==> src/rtl/smmba_pkg.sv <==
// Shared codes, command and status bundles for the stack arithmetic unit.
package smmba_pkg;

  // Operation codes on func
  localparam logic [1:0] FUNC_APPEND = 2'd0;
  localparam logic [1:0] FUNC_MUL    = 2'd1;
  localparam logic [1:0] FUNC_MOD    = 2'd2;

  // Result status codes
  localparam logic [1:0] STAT_OK       = 2'd0;
  localparam logic [1:0] STAT_SHORT    = 2'd1;
  localparam logic [1:0] STAT_DIV_ZERO = 2'd2;
  localparam logic [1:0] STAT_FULL     = 2'd3;

  // Word width and divider step count
  localparam int unsigned WORD_W    = 32;
  localparam int unsigned DIV_CNT_W = 5;
  localparam logic [DIV_CNT_W-1:0] DIV_LAST_STEP = 5'd31;

  // Controller to datapath
  typedef struct packed {
    logic       capture;     // latch the request
    logic       set_status;  // load status_code into the status register
    logic [1:0] status_code;
    logic       wr_append;   // write value under the bottom word
    logic       rd_second;   // read the word below the top
    logic       mul_load;    // register second * top
    logic       div_load;    // start the remainder unit
    logic       div_step;    // one quotient bit
    logic       wb;          // write back the result and pop
    logic       load_out;    // load the output register
  } cmd_t;

  // Datapath to controller
  typedef struct packed {
    logic [1:0] func;
    logic       full;
    logic       short;
    logic       top_zero;
    logic       div_last;
  } sts_t;

endpackage

==> src/rtl/smmba_dp.sv <==
// Datapath: ring storage, pointers, multiplier, remainder unit and output register.
module smmba_dp #(
  parameter int unsigned STACK_DEPTH = 64
) (
  input  logic                 clk_i,
  input  logic                 rst_ni,
  input  smmba_pkg::cmd_t      cmd_i,
  output smmba_pkg::sts_t      sts_o,
  input  logic [1:0]           func_i,
  input  logic signed [31:0]   value_i,
  output logic [1:0]           status_o,
  output logic signed [31:0]   top_word_o,
  output logic [6:0]           depth_o
);
  import smmba_pkg::*;

  localparam int unsigned PtrW = $clog2(STACK_DEPTH);
  localparam int unsigned CntW = $clog2(STACK_DEPTH + 1);

  logic [WORD_W-1:0] mem [STACK_DEPTH];

  logic [1:0]          func_q;
  logic [WORD_W-1:0]   value_q;
  logic [PtrW-1:0]     ptr_q;
  logic [CntW-1:0]     cnt_q;
  logic [WORD_W-1:0]   top_q;
  logic [1:0]          status_q;
  logic [WORD_W-1:0]   rd_q;
  logic [WORD_W-1:0]   prod_q;
  logic [WORD_W-1:0]   rem_q;
  logic [WORD_W-1:0]   dvd_q;
  logic [WORD_W-1:0]   dvs_q;
  logic                neg_q;
  logic [DIV_CNT_W-1:0] step_q;
  logic [1:0]          out_status_q;
  logic [WORD_W-1:0]   out_top_q;
  logic [6:0]          out_depth_q;

  logic [CntW:0]       bot_diff;
  logic [PtrW-1:0]     bot_idx;
  logic [PtrW-1:0]     s_idx;
  logic [WORD_W-1:0]   shifted;
  logic [WORD_W:0]     trial;
  logic [WORD_W-1:0]   result;
  logic [WORD_W-1:0]   mag_a;
  logic [WORD_W-1:0]   mag_b;
  logic                mem_we;
  logic [PtrW-1:0]     mem_waddr;
  logic [WORD_W-1:0]   mem_wdata;

  // Bottom slot: top pointer minus count, wrapped into the ring
  always_comb begin
    bot_diff = (CntW+1)'(ptr_q) - {1'b0, cnt_q};
    if (bot_diff[CntW]) begin
      bot_diff = bot_diff + (CntW+1)'(STACK_DEPTH);
    end
    bot_idx = bot_diff[PtrW-1:0];
  end

  assign s_idx = (ptr_q == '0) ? PtrW'(STACK_DEPTH - 1) : ptr_q - 1'b1;

  // Restoring remainder step on magnitudes
  assign shifted = {rem_q[WORD_W-2:0], dvd_q[WORD_W-1]};
  assign trial   = {1'b0, shifted} - {1'b0, dvs_q};
  assign mag_a   = rd_q[WORD_W-1] ? (WORD_W'(0) - rd_q) : rd_q;
  assign mag_b   = top_q[WORD_W-1] ? (WORD_W'(0) - top_q) : top_q;

  assign result = (func_q == FUNC_MUL) ? prod_q : (neg_q ? (WORD_W'(0) - rem_q) : rem_q);

  assign mem_we    = cmd_i.wr_append | cmd_i.wb;
  assign mem_waddr = cmd_i.wb ? s_idx : bot_idx;
  assign mem_wdata = cmd_i.wb ? result : value_q;

  always_ff @(posedge clk_i) begin
    if (mem_we) begin
      mem[mem_waddr] <= mem_wdata;
    end
    if (cmd_i.rd_second) begin
      rd_q <= mem[s_idx];
    end
  end

  // Control state
  always_ff @(posedge clk_i or negedge rst_ni) begin
    if (!rst_ni) begin
      ptr_q <= '0;
      cnt_q <= '0;
    end else if (cmd_i.wr_append) begin
      cnt_q <= cnt_q + 1'b1;
    end else if (cmd_i.wb) begin
      ptr_q <= s_idx;
      cnt_q <= cnt_q - 1'b1;
    end
  end

  // Payload registers
  always_ff @(posedge clk_i) begin
    if (cmd_i.capture) begin
      func_q  <= func_i;
      value_q <= value_i;
    end
    if (cmd_i.set_status) begin
      status_q <= cmd_i.status_code;
    end
    if (cmd_i.wr_append && cnt_q == '0) begin
      top_q <= value_q;
    end else if (cmd_i.wb) begin
      top_q <= result;
    end
    if (cmd_i.mul_load) begin
      prod_q <= rd_q * top_q;
    end
    if (cmd_i.div_load) begin
      rem_q  <= '0;
      dvd_q  <= mag_a;
      dvs_q  <= mag_b;
      neg_q  <= rd_q[WORD_W-1];
      step_q <= '0;
    end else if (cmd_i.div_step) begin
      rem_q  <= trial[WORD_W] ? shifted : trial[WORD_W-1:0];
      dvd_q  <= {dvd_q[WORD_W-2:0], 1'b0};
      step_q <= step_q + 1'b1;
    end
    if (cmd_i.load_out) begin
      out_status_q <= status_q;
      out_top_q    <= (cnt_q == '0) ? '0 : top_q;
      out_depth_q  <= 7'(cnt_q);
    end
  end

  assign sts_o.func     = func_q;
  assign sts_o.full     = (cnt_q == CntW'(STACK_DEPTH));
  assign sts_o.short    = (cnt_q < CntW'(2));
  assign sts_o.top_zero = (top_q == '0);
  assign sts_o.div_last = (step_q == DIV_LAST_STEP);

  assign status_o   = out_status_q;
  assign top_word_o = out_top_q;
  assign depth_o    = out_depth_q;

  a_cnt_range: assert property (@(posedge clk_i) disable iff (!rst_ni)
    cnt_q <= CntW'(STACK_DEPTH))
    else $error("word count beyond capacity");

  a_ptr_range: assert property (@(posedge clk_i) disable iff (!rst_ni)
    ptr_q <= PtrW'(STACK_DEPTH - 1))
    else $error("top pointer outside ring");

  a_wb_pops: assert property (@(posedge clk_i) disable iff (!rst_ni)
    cmd_i.wb |=> cnt_q == $past(cnt_q) - 1'b1)
    else $error("write-back did not pop one word");

endmodule

==> src/rtl/smmba_ctrl.sv <==
// Controller: sequences one request through check, read, compute and write-back.
module smmba_ctrl (
  input  logic            clk_i,
  input  logic            rst_ni,
  input  logic            in_valid_i,
  output logic            in_stall_o,
  output logic            out_valid_o,
  input  logic            out_stall_i,
  input  smmba_pkg::sts_t sts_i,
  output smmba_pkg::cmd_t cmd_o
);
  import smmba_pkg::*;

  typedef enum logic [2:0] {
    S_IDLE,
    S_CHECK,
    S_READ,
    S_DIV,
    S_WB,
    S_DONE
  } state_e;

  state_e state_q, state_d;
  logic   out_valid_q, out_valid_d;
  logic   out_free;

  assign out_free = !out_valid_q || !out_stall_i;

  always_comb begin
    state_d     = state_q;
    cmd_o       = '0;
    out_valid_d = out_valid_q && out_stall_i;
    unique case (state_q)
      S_IDLE: begin
        if (in_valid_i) begin
          cmd_o.capture = 1'b1;
          state_d       = S_CHECK;
        end
      end
      S_CHECK: begin
        cmd_o.set_status  = 1'b1;
        cmd_o.status_code = STAT_OK;
        state_d           = S_DONE;
        unique case (sts_i.func) inside
          FUNC_APPEND: begin
            if (sts_i.full) begin
              cmd_o.status_code = STAT_FULL;
            end else begin
              cmd_o.wr_append = 1'b1;
            end
          end
          FUNC_MUL, FUNC_MOD: begin
            if (sts_i.short) begin
              cmd_o.status_code = STAT_SHORT;
            end else if (sts_i.func == FUNC_MOD && sts_i.top_zero) begin
              cmd_o.status_code = STAT_DIV_ZERO;
            end else begin
              cmd_o.rd_second = 1'b1;
              state_d         = S_READ;
            end
          end
          default: begin
            cmd_o.status_code = STAT_OK;
          end
        endcase
      end
      S_READ: begin
        if (sts_i.func == FUNC_MUL) begin
          cmd_o.mul_load = 1'b1;
          state_d        = S_WB;
        end else begin
          cmd_o.div_load = 1'b1;
          state_d        = S_DIV;
        end
      end
      S_DIV: begin
        cmd_o.div_step = 1'b1;
        if (sts_i.div_last) begin
          state_d = S_WB;
        end
      end
      S_WB: begin
        cmd_o.wb = 1'b1;
        state_d  = S_DONE;
      end
      S_DONE: begin
        if (out_free) begin
          cmd_o.load_out = 1'b1;
          out_valid_d    = 1'b1;
          state_d        = S_IDLE;
        end
      end
      default: begin
        state_d = S_IDLE;
      end
    endcase
  end

  always_ff @(posedge clk_i or negedge rst_ni) begin
    if (!rst_ni) begin
      state_q     <= S_IDLE;
      out_valid_q <= 1'b0;
    end else begin
      state_q     <= state_d;
      out_valid_q <= out_valid_d;
    end
  end

  assign in_stall_o  = (state_q != S_IDLE);
  assign out_valid_o = out_valid_q;

  a_load_free: assert property (@(posedge clk_i) disable iff (!rst_ni)
    cmd_o.load_out |-> (!out_valid_q || !out_stall_i))
    else $error("output register overwritten while held");

  a_div_end: assert property (@(posedge clk_i) disable iff (!rst_ni)
    (state_q == S_DIV && sts_i.div_last) |=> state_q == S_WB)
    else $error("remainder unit did not finish into write-back");

  a_wb_depth: assert property (@(posedge clk_i) disable iff (!rst_ni)
    cmd_o.wb |-> !sts_i.short)
    else $error("write-back on a stack with fewer than two words");

endmodule

==> src/rtl/stack_mul_mod_with_bottom_append_unit.sv <==
// Top level of the stack arithmetic unit: controller plus datapath.
//
// Usage
//   Input channel: in_valid_i / in_stall_o carry one request (func_i, value_i).
//   func_i selects append-at-bottom, multiply or modulo of the top two words.
//   Output channel: out_valid_o / out_stall_i carry one result per request:
//   status_o, top_word_o (zero when empty) and depth_o.
//   A failing request (short stack, zero divisor, full stack) reports its
//   status and leaves the stack untouched. An unused func code is a no-op.
// Sequence
//   Append: check with the bottom write, then the output load.
//   Multiply: check, read of the second word, multiply, write-back, output load.
//   Modulo: check, read of the second word, remainder load, then the restoring
//   remainder unit at one quotient bit per cycle, write-back and output load.
//   One request is in flight at a time; in_stall_o is high while it runs.
// Stalls and reset
//   The result sits in an output register. If the receiver stalls, a new
//   request is still accepted and runs; it waits before its final load
//   until the held result has gone.
//   Reset (rst_ni low, asynchronous) empties the stack and drops any held
//   result; ring storage itself is not cleared.
module stack_mul_mod_with_bottom_append_unit #(
  parameter int unsigned STACK_DEPTH = 64
) (
  input  logic               clk_i,
  input  logic               rst_ni,
  input  logic               in_valid_i,
  output logic               in_stall_o,
  input  logic [1:0]         func_i,
  input  logic signed [31:0] value_i,
  output logic               out_valid_o,
  input  logic               out_stall_i,
  output logic [1:0]         status_o,
  output logic signed [31:0] top_word_o,
  output logic [6:0]         depth_o
);
  import smmba_pkg::*;

  cmd_t cmd;
  sts_t sts;

  smmba_ctrl u_ctrl (
    .clk_i       (clk_i),
    .rst_ni      (rst_ni),
    .in_valid_i  (in_valid_i),
    .in_stall_o  (in_stall_o),
    .out_valid_o (out_valid_o),
    .out_stall_i (out_stall_i),
    .sts_i       (sts),
    .cmd_o       (cmd)
  );

  smmba_dp #(
    .STACK_DEPTH (STACK_DEPTH)
  ) u_dp (
    .clk_i      (clk_i),
    .rst_ni     (rst_ni),
    .cmd_i      (cmd),
    .sts_o      (sts),
    .func_i     (func_i),
    .value_i    (value_i),
    .status_o   (status_o),
    .top_word_o (top_word_o),
    .depth_o    (depth_o)
  );

endmodule

==> config.mk <==
export PLATFORM = sky130hd
export DESIGN_NAME = stack_mul_mod_with_bottom_append_unit
export DESIGN_NICKNAME = d
export VERILOG_FILES = /design/src/rtl/smmba_pkg.sv /design/src/rtl/smmba_dp.sv /design/src/rtl/smmba_ctrl.sv /design/src/rtl/stack_mul_mod_with_bottom_append_unit.sv
export SDC_FILE = /design/constraint.sdc
export NUM_CORES = 2
export LEC_CHECK = 0
export BUFFER_PORTS_ARGS = -buffer_cell sky130_fd_sc_hd__buf_2
export CAP_MARGIN = 20
export CELL_PAD_IN_SITES_DETAIL_PLACEMENT = 0
export CELL_PAD_IN_SITES_GLOBAL_PLACEMENT = 1
export CORE_ASPECT_RATIO = 0.6
export CORE_MARGIN = 1.5
export CORE_UTILIZATION = 50
export CTS_CLUSTER_SIZE = 20
export DETAILED_ROUTE_END_ITERATION = 12
export PLACE_DENSITY = 0.74
export REMOVE_ABC_BUFFERS = 1
export SLEW_MARGIN = 20
export SYNTH_ARGS = -nofsm -noshare
export SYNTH_HDL_FRONTEND = slang
export SYNTH_HIERARCHICAL = 1
export SYNTH_SLANG_ARGS = --single-unit
==> constraint.sdc <==
create_clock -name clk_i -period 13.4 [get_ports clk_i]
set_clock_uncertainty 0.05 [all_clocks]
set_input_delay 0 -clock clk_i [delete_from_list [all_inputs] [get_ports clk_i]]
set_output_delay 0 -clock clk_i [all_outputs]
set_load 0.01 [all_outputs]
==> impl_metrics.toml <==
[sta]
relSlewSlack_pct = 13.3
setup_violations = 0
rsz0062_at_grt = "no"
tightest_slew_ns = 1.29
period_share_pct = 60.8
fmax_ghz = 0.123
finalSetupTns_ns = 0
final_max_slew_viol_count = 0
post-route-min-period_ns = 8.15
hold_violations = 0

[critical_path]
cp_max_fo = 22
endpoint_kind = "register"
worstPathRequired_ns = 13.95
startpoint_type = "register"
cp.arrival_ns = 8.70
critPathKind = "register to register"

[placement]
dp_hpwl_mm = 187
io_buffers = 80
routabilityCongestion = 0.877

[drt]
routedWlPerCell_um = 29.5
vias_per_cell = 6.09
drc_errors = 0
wl_mm = 297
vias = 61500
drtPass1Iterations = 5
final_antenna_net_count = 0
first_iter_violations = 7893

[final_layout]
drive_above_1_share_pct = 17.8
nets = 7670
syn2layout_area_growth_pct = 11.6

[synthesis]
synth_edf_count = 2286
ys_seq_area_share_pct = 63.7
synth_area_leaders = "edfxtp_1 (63%), mux4_2 (11%), fa_1 (7.5%)"
async_flop_share_pct = 0.726
syn_area_per_cell_um2 = 16.0
synth_cell_types = 81
synth_area_um2 = 110000
syn_inst = 6854
synth_largest_area_cell = "edfxtp_1"
netlist.area_leader.share_pct = 62.6
yosysWarnings = 6
netlist_top_cells_count = "edfxtp_1 (2286), nand2_1 (813), mux4_2 (536), inv_1 (491), fa_1 (411)"
synth-seq-cells = 2340
yosys.cell_count.top_type = "edfxtp_1"
ys.flop_type = "edfxtp_1"

[die]
core_area_um2 = 217000
num_rows = 132
fp.dieW_um = 608
initial_core_util_pct = 50.6
dieArea_um2 = 222000
die-height_um = 366
ioPinCount = 81

[clocking]
hold_buffers = 74
cts_tree = "yes"
cts_root_buffer = "clkbuf_16"
cts_max_level = 4
cts_inserted_buffers = 210
cts.path.max_buffers = 4
cts-resized-gates = 0
numClockSinks = 2340
clk_latency_ns = 0.87
clk_pin_slew_ns = 0.07
cts_setup_buffers = 0

[grt]
grt_usage_pct = 26.9
grt_pass1_vias = 60800
grt_pass1_wl_mm = 433
antenna_found_initial = 19
grt_max_degree = 135
gr-total-overflow = 0

[worst_hold_path]
hold_class = "primary input to register"

[status]
status = "complete, no violations"

[run]
maxCapViolCount = 0
worst paths after layout:
check,start,cells after the start,slack [ns],endpoint
worst max-delay path,u_dp/top_q[7],24,5.25,u_dp/prod_q[31]
worst min-delay path,out_stall_i,5,0.14,u_ctrl/state_q[0]
worst max register to register,u_dp/top_q[7],24,5.25,u_dp/prod_q[31]
worst min register to register,u_dp/status_q[1],0,0.38,u_dp/status_o[1]
max in group asynchronous,rst_ni,3,12.46,u_dp/cnt_q[2]
min in group asynchronous,rst_ni,3,0.31,u_dp/cnt_q[6]
registers in the layout (all words and copies together), names as in the netlist, 3 cells and up:
register and flops:
u_dp/top_word_o 32, u_dp/dvd_q 32, u_dp/step_q 5, u_dp/rd_q 32
u_dp/prod_q 32, u_dp/dvs_q 32, u_ctrl/state_q 3, u_dp/mem 2048
u_dp/cnt_q 7, u_dp/depth_o 7, u_dp/top_q 32, u_dp/value_q 32
u_dp/ptr_q 6, u_dp/rem_q 32
layer usage:
metal / global-route usage [%] / up-vias / part of all wire, % / wire (µm)
li1: - / 25800 / - / -
met1: 42.1 / 32200 / 43 / 128000
met2: 36.0 / 3151 / 41 / 121000
met3: 10.1 / 346 / 14 / 42200
met4: 4.50 / 8 / 1.7 / 5150
met5: 1.09 / - / 0.12 / 364
layout make-up:
cell class / count / area, µm²
repair buffers: 368 / 2870
clock inverters: 123 / 1230
fillers: 16800 / 94500
well taps: 2881 / 3600
diodes: 8 / 20.0
flip-flops and latches: 2340 / 69800
clock buffers: 252 / 5450
inverters: 493 / 1850
multi-input cells: 3632 / 37500
critical path: stages, from the launching register on:
cell	delay, ns
edfxtp_1	0.61
buf_8	0.25
and2_1	0.16
fa_1	0.43
fa_1	0.52
inv_1	0.06
fa_1	0.49
inv_1	0.05
fa_1	0.44
ha_1	0.29
ha_1	0.29
inv_1	0.07
fa_1	0.42
fa_1	0.50
inv_1	0.04
ha_1	0.35
a211o_1	0.29
o41ai_1	0.65
o21ai_0	0.24
buf_4	0.20
a311oi_1	0.59
o41ai_1	0.27
a31oi_1	0.29
o21ai_0	0.16
xnor2_1	0.14
stage by stage:
stage / hold WS (ns) / std cells / utilization (%) / setup WS, ns / area [µm²]
after floorplan: -0.346 / 6465 / - / -35.51 / 108000
after global placement: -0.0714 / 9638 / 53.0 / 4.99 / 115000
after detailed placement: -0.0576 / 9639 / 53.0 / 5.05 / 115000
after CTS: 0.0721 / 10100 / 56.4 / 4.97 / 122000
after global routing: 0.112 / 10100 / 56.4 / 4.89 / 122000
final: 0.139 / 10100 / 56.4 / 5.25 / 122000
layout by cell type, fill, tap and decap left out, types with 27 or more instances in the layout:
cell | synthesis | layout
nor2_4 | 0 | 66
o31ai_1 | 27 | 27
inv_1 | 491 | 491
clkinv_2 | 0 | 42
ha_1 | 176 | 175
edfxtp_1 | 2286 | 2286
nand3_1 | 77 | 77
a311oi_1 | 63 | 63
a21oi_1 | 160 | 155
clkinv_1 | 1 | 38
a31oi_1 | 61 | 50
and2_1 | 290 | 289
a21o_1 | 41 | 40
xnor2_1 | 125 | 125
mux2i_4 | 0 | 27
and3_1 | 78 | 77
nand2_1 | 813 | 813
dlygate4sd3_1 | 0 | 74
a211oi_1 | 50 | 48
clkbuf_1 | 303 | 38
o21ai_0 | 100 | 99
xor2_1 | 84 | 84
buf_4 | 1 | 204
mux4_2 | 536 | 536
buf_2 | 57 | 80
clkbuf_16 | 0 | 210
nor2b_1 | 46 | 45
nor2_1 | 228 | 162
fa_1 | 411 | 411
dfxtp_1 | 37 | 37
kinds of logic (layout without fill, tap and decap cells):
kind of cell	count (synthesis)	count (layout)	synth area share, %
other	0	8	0
multiplexers	588	588	11.5
flip-flops	2340	2340	63.7
buffers and inverters	882	1236	3.09
adder cells (fa/ha/maj)	587	587	9.51
XOR/XNOR	209	209	1.67
AND/OR/NAND/NOR	1658	1658	7.07
AO/OA/AOI/OAI	590	590	3.51
Power is not shown: default switching activity piles up to over one toggle a cycle in this logic, so the estimate is an artifact.
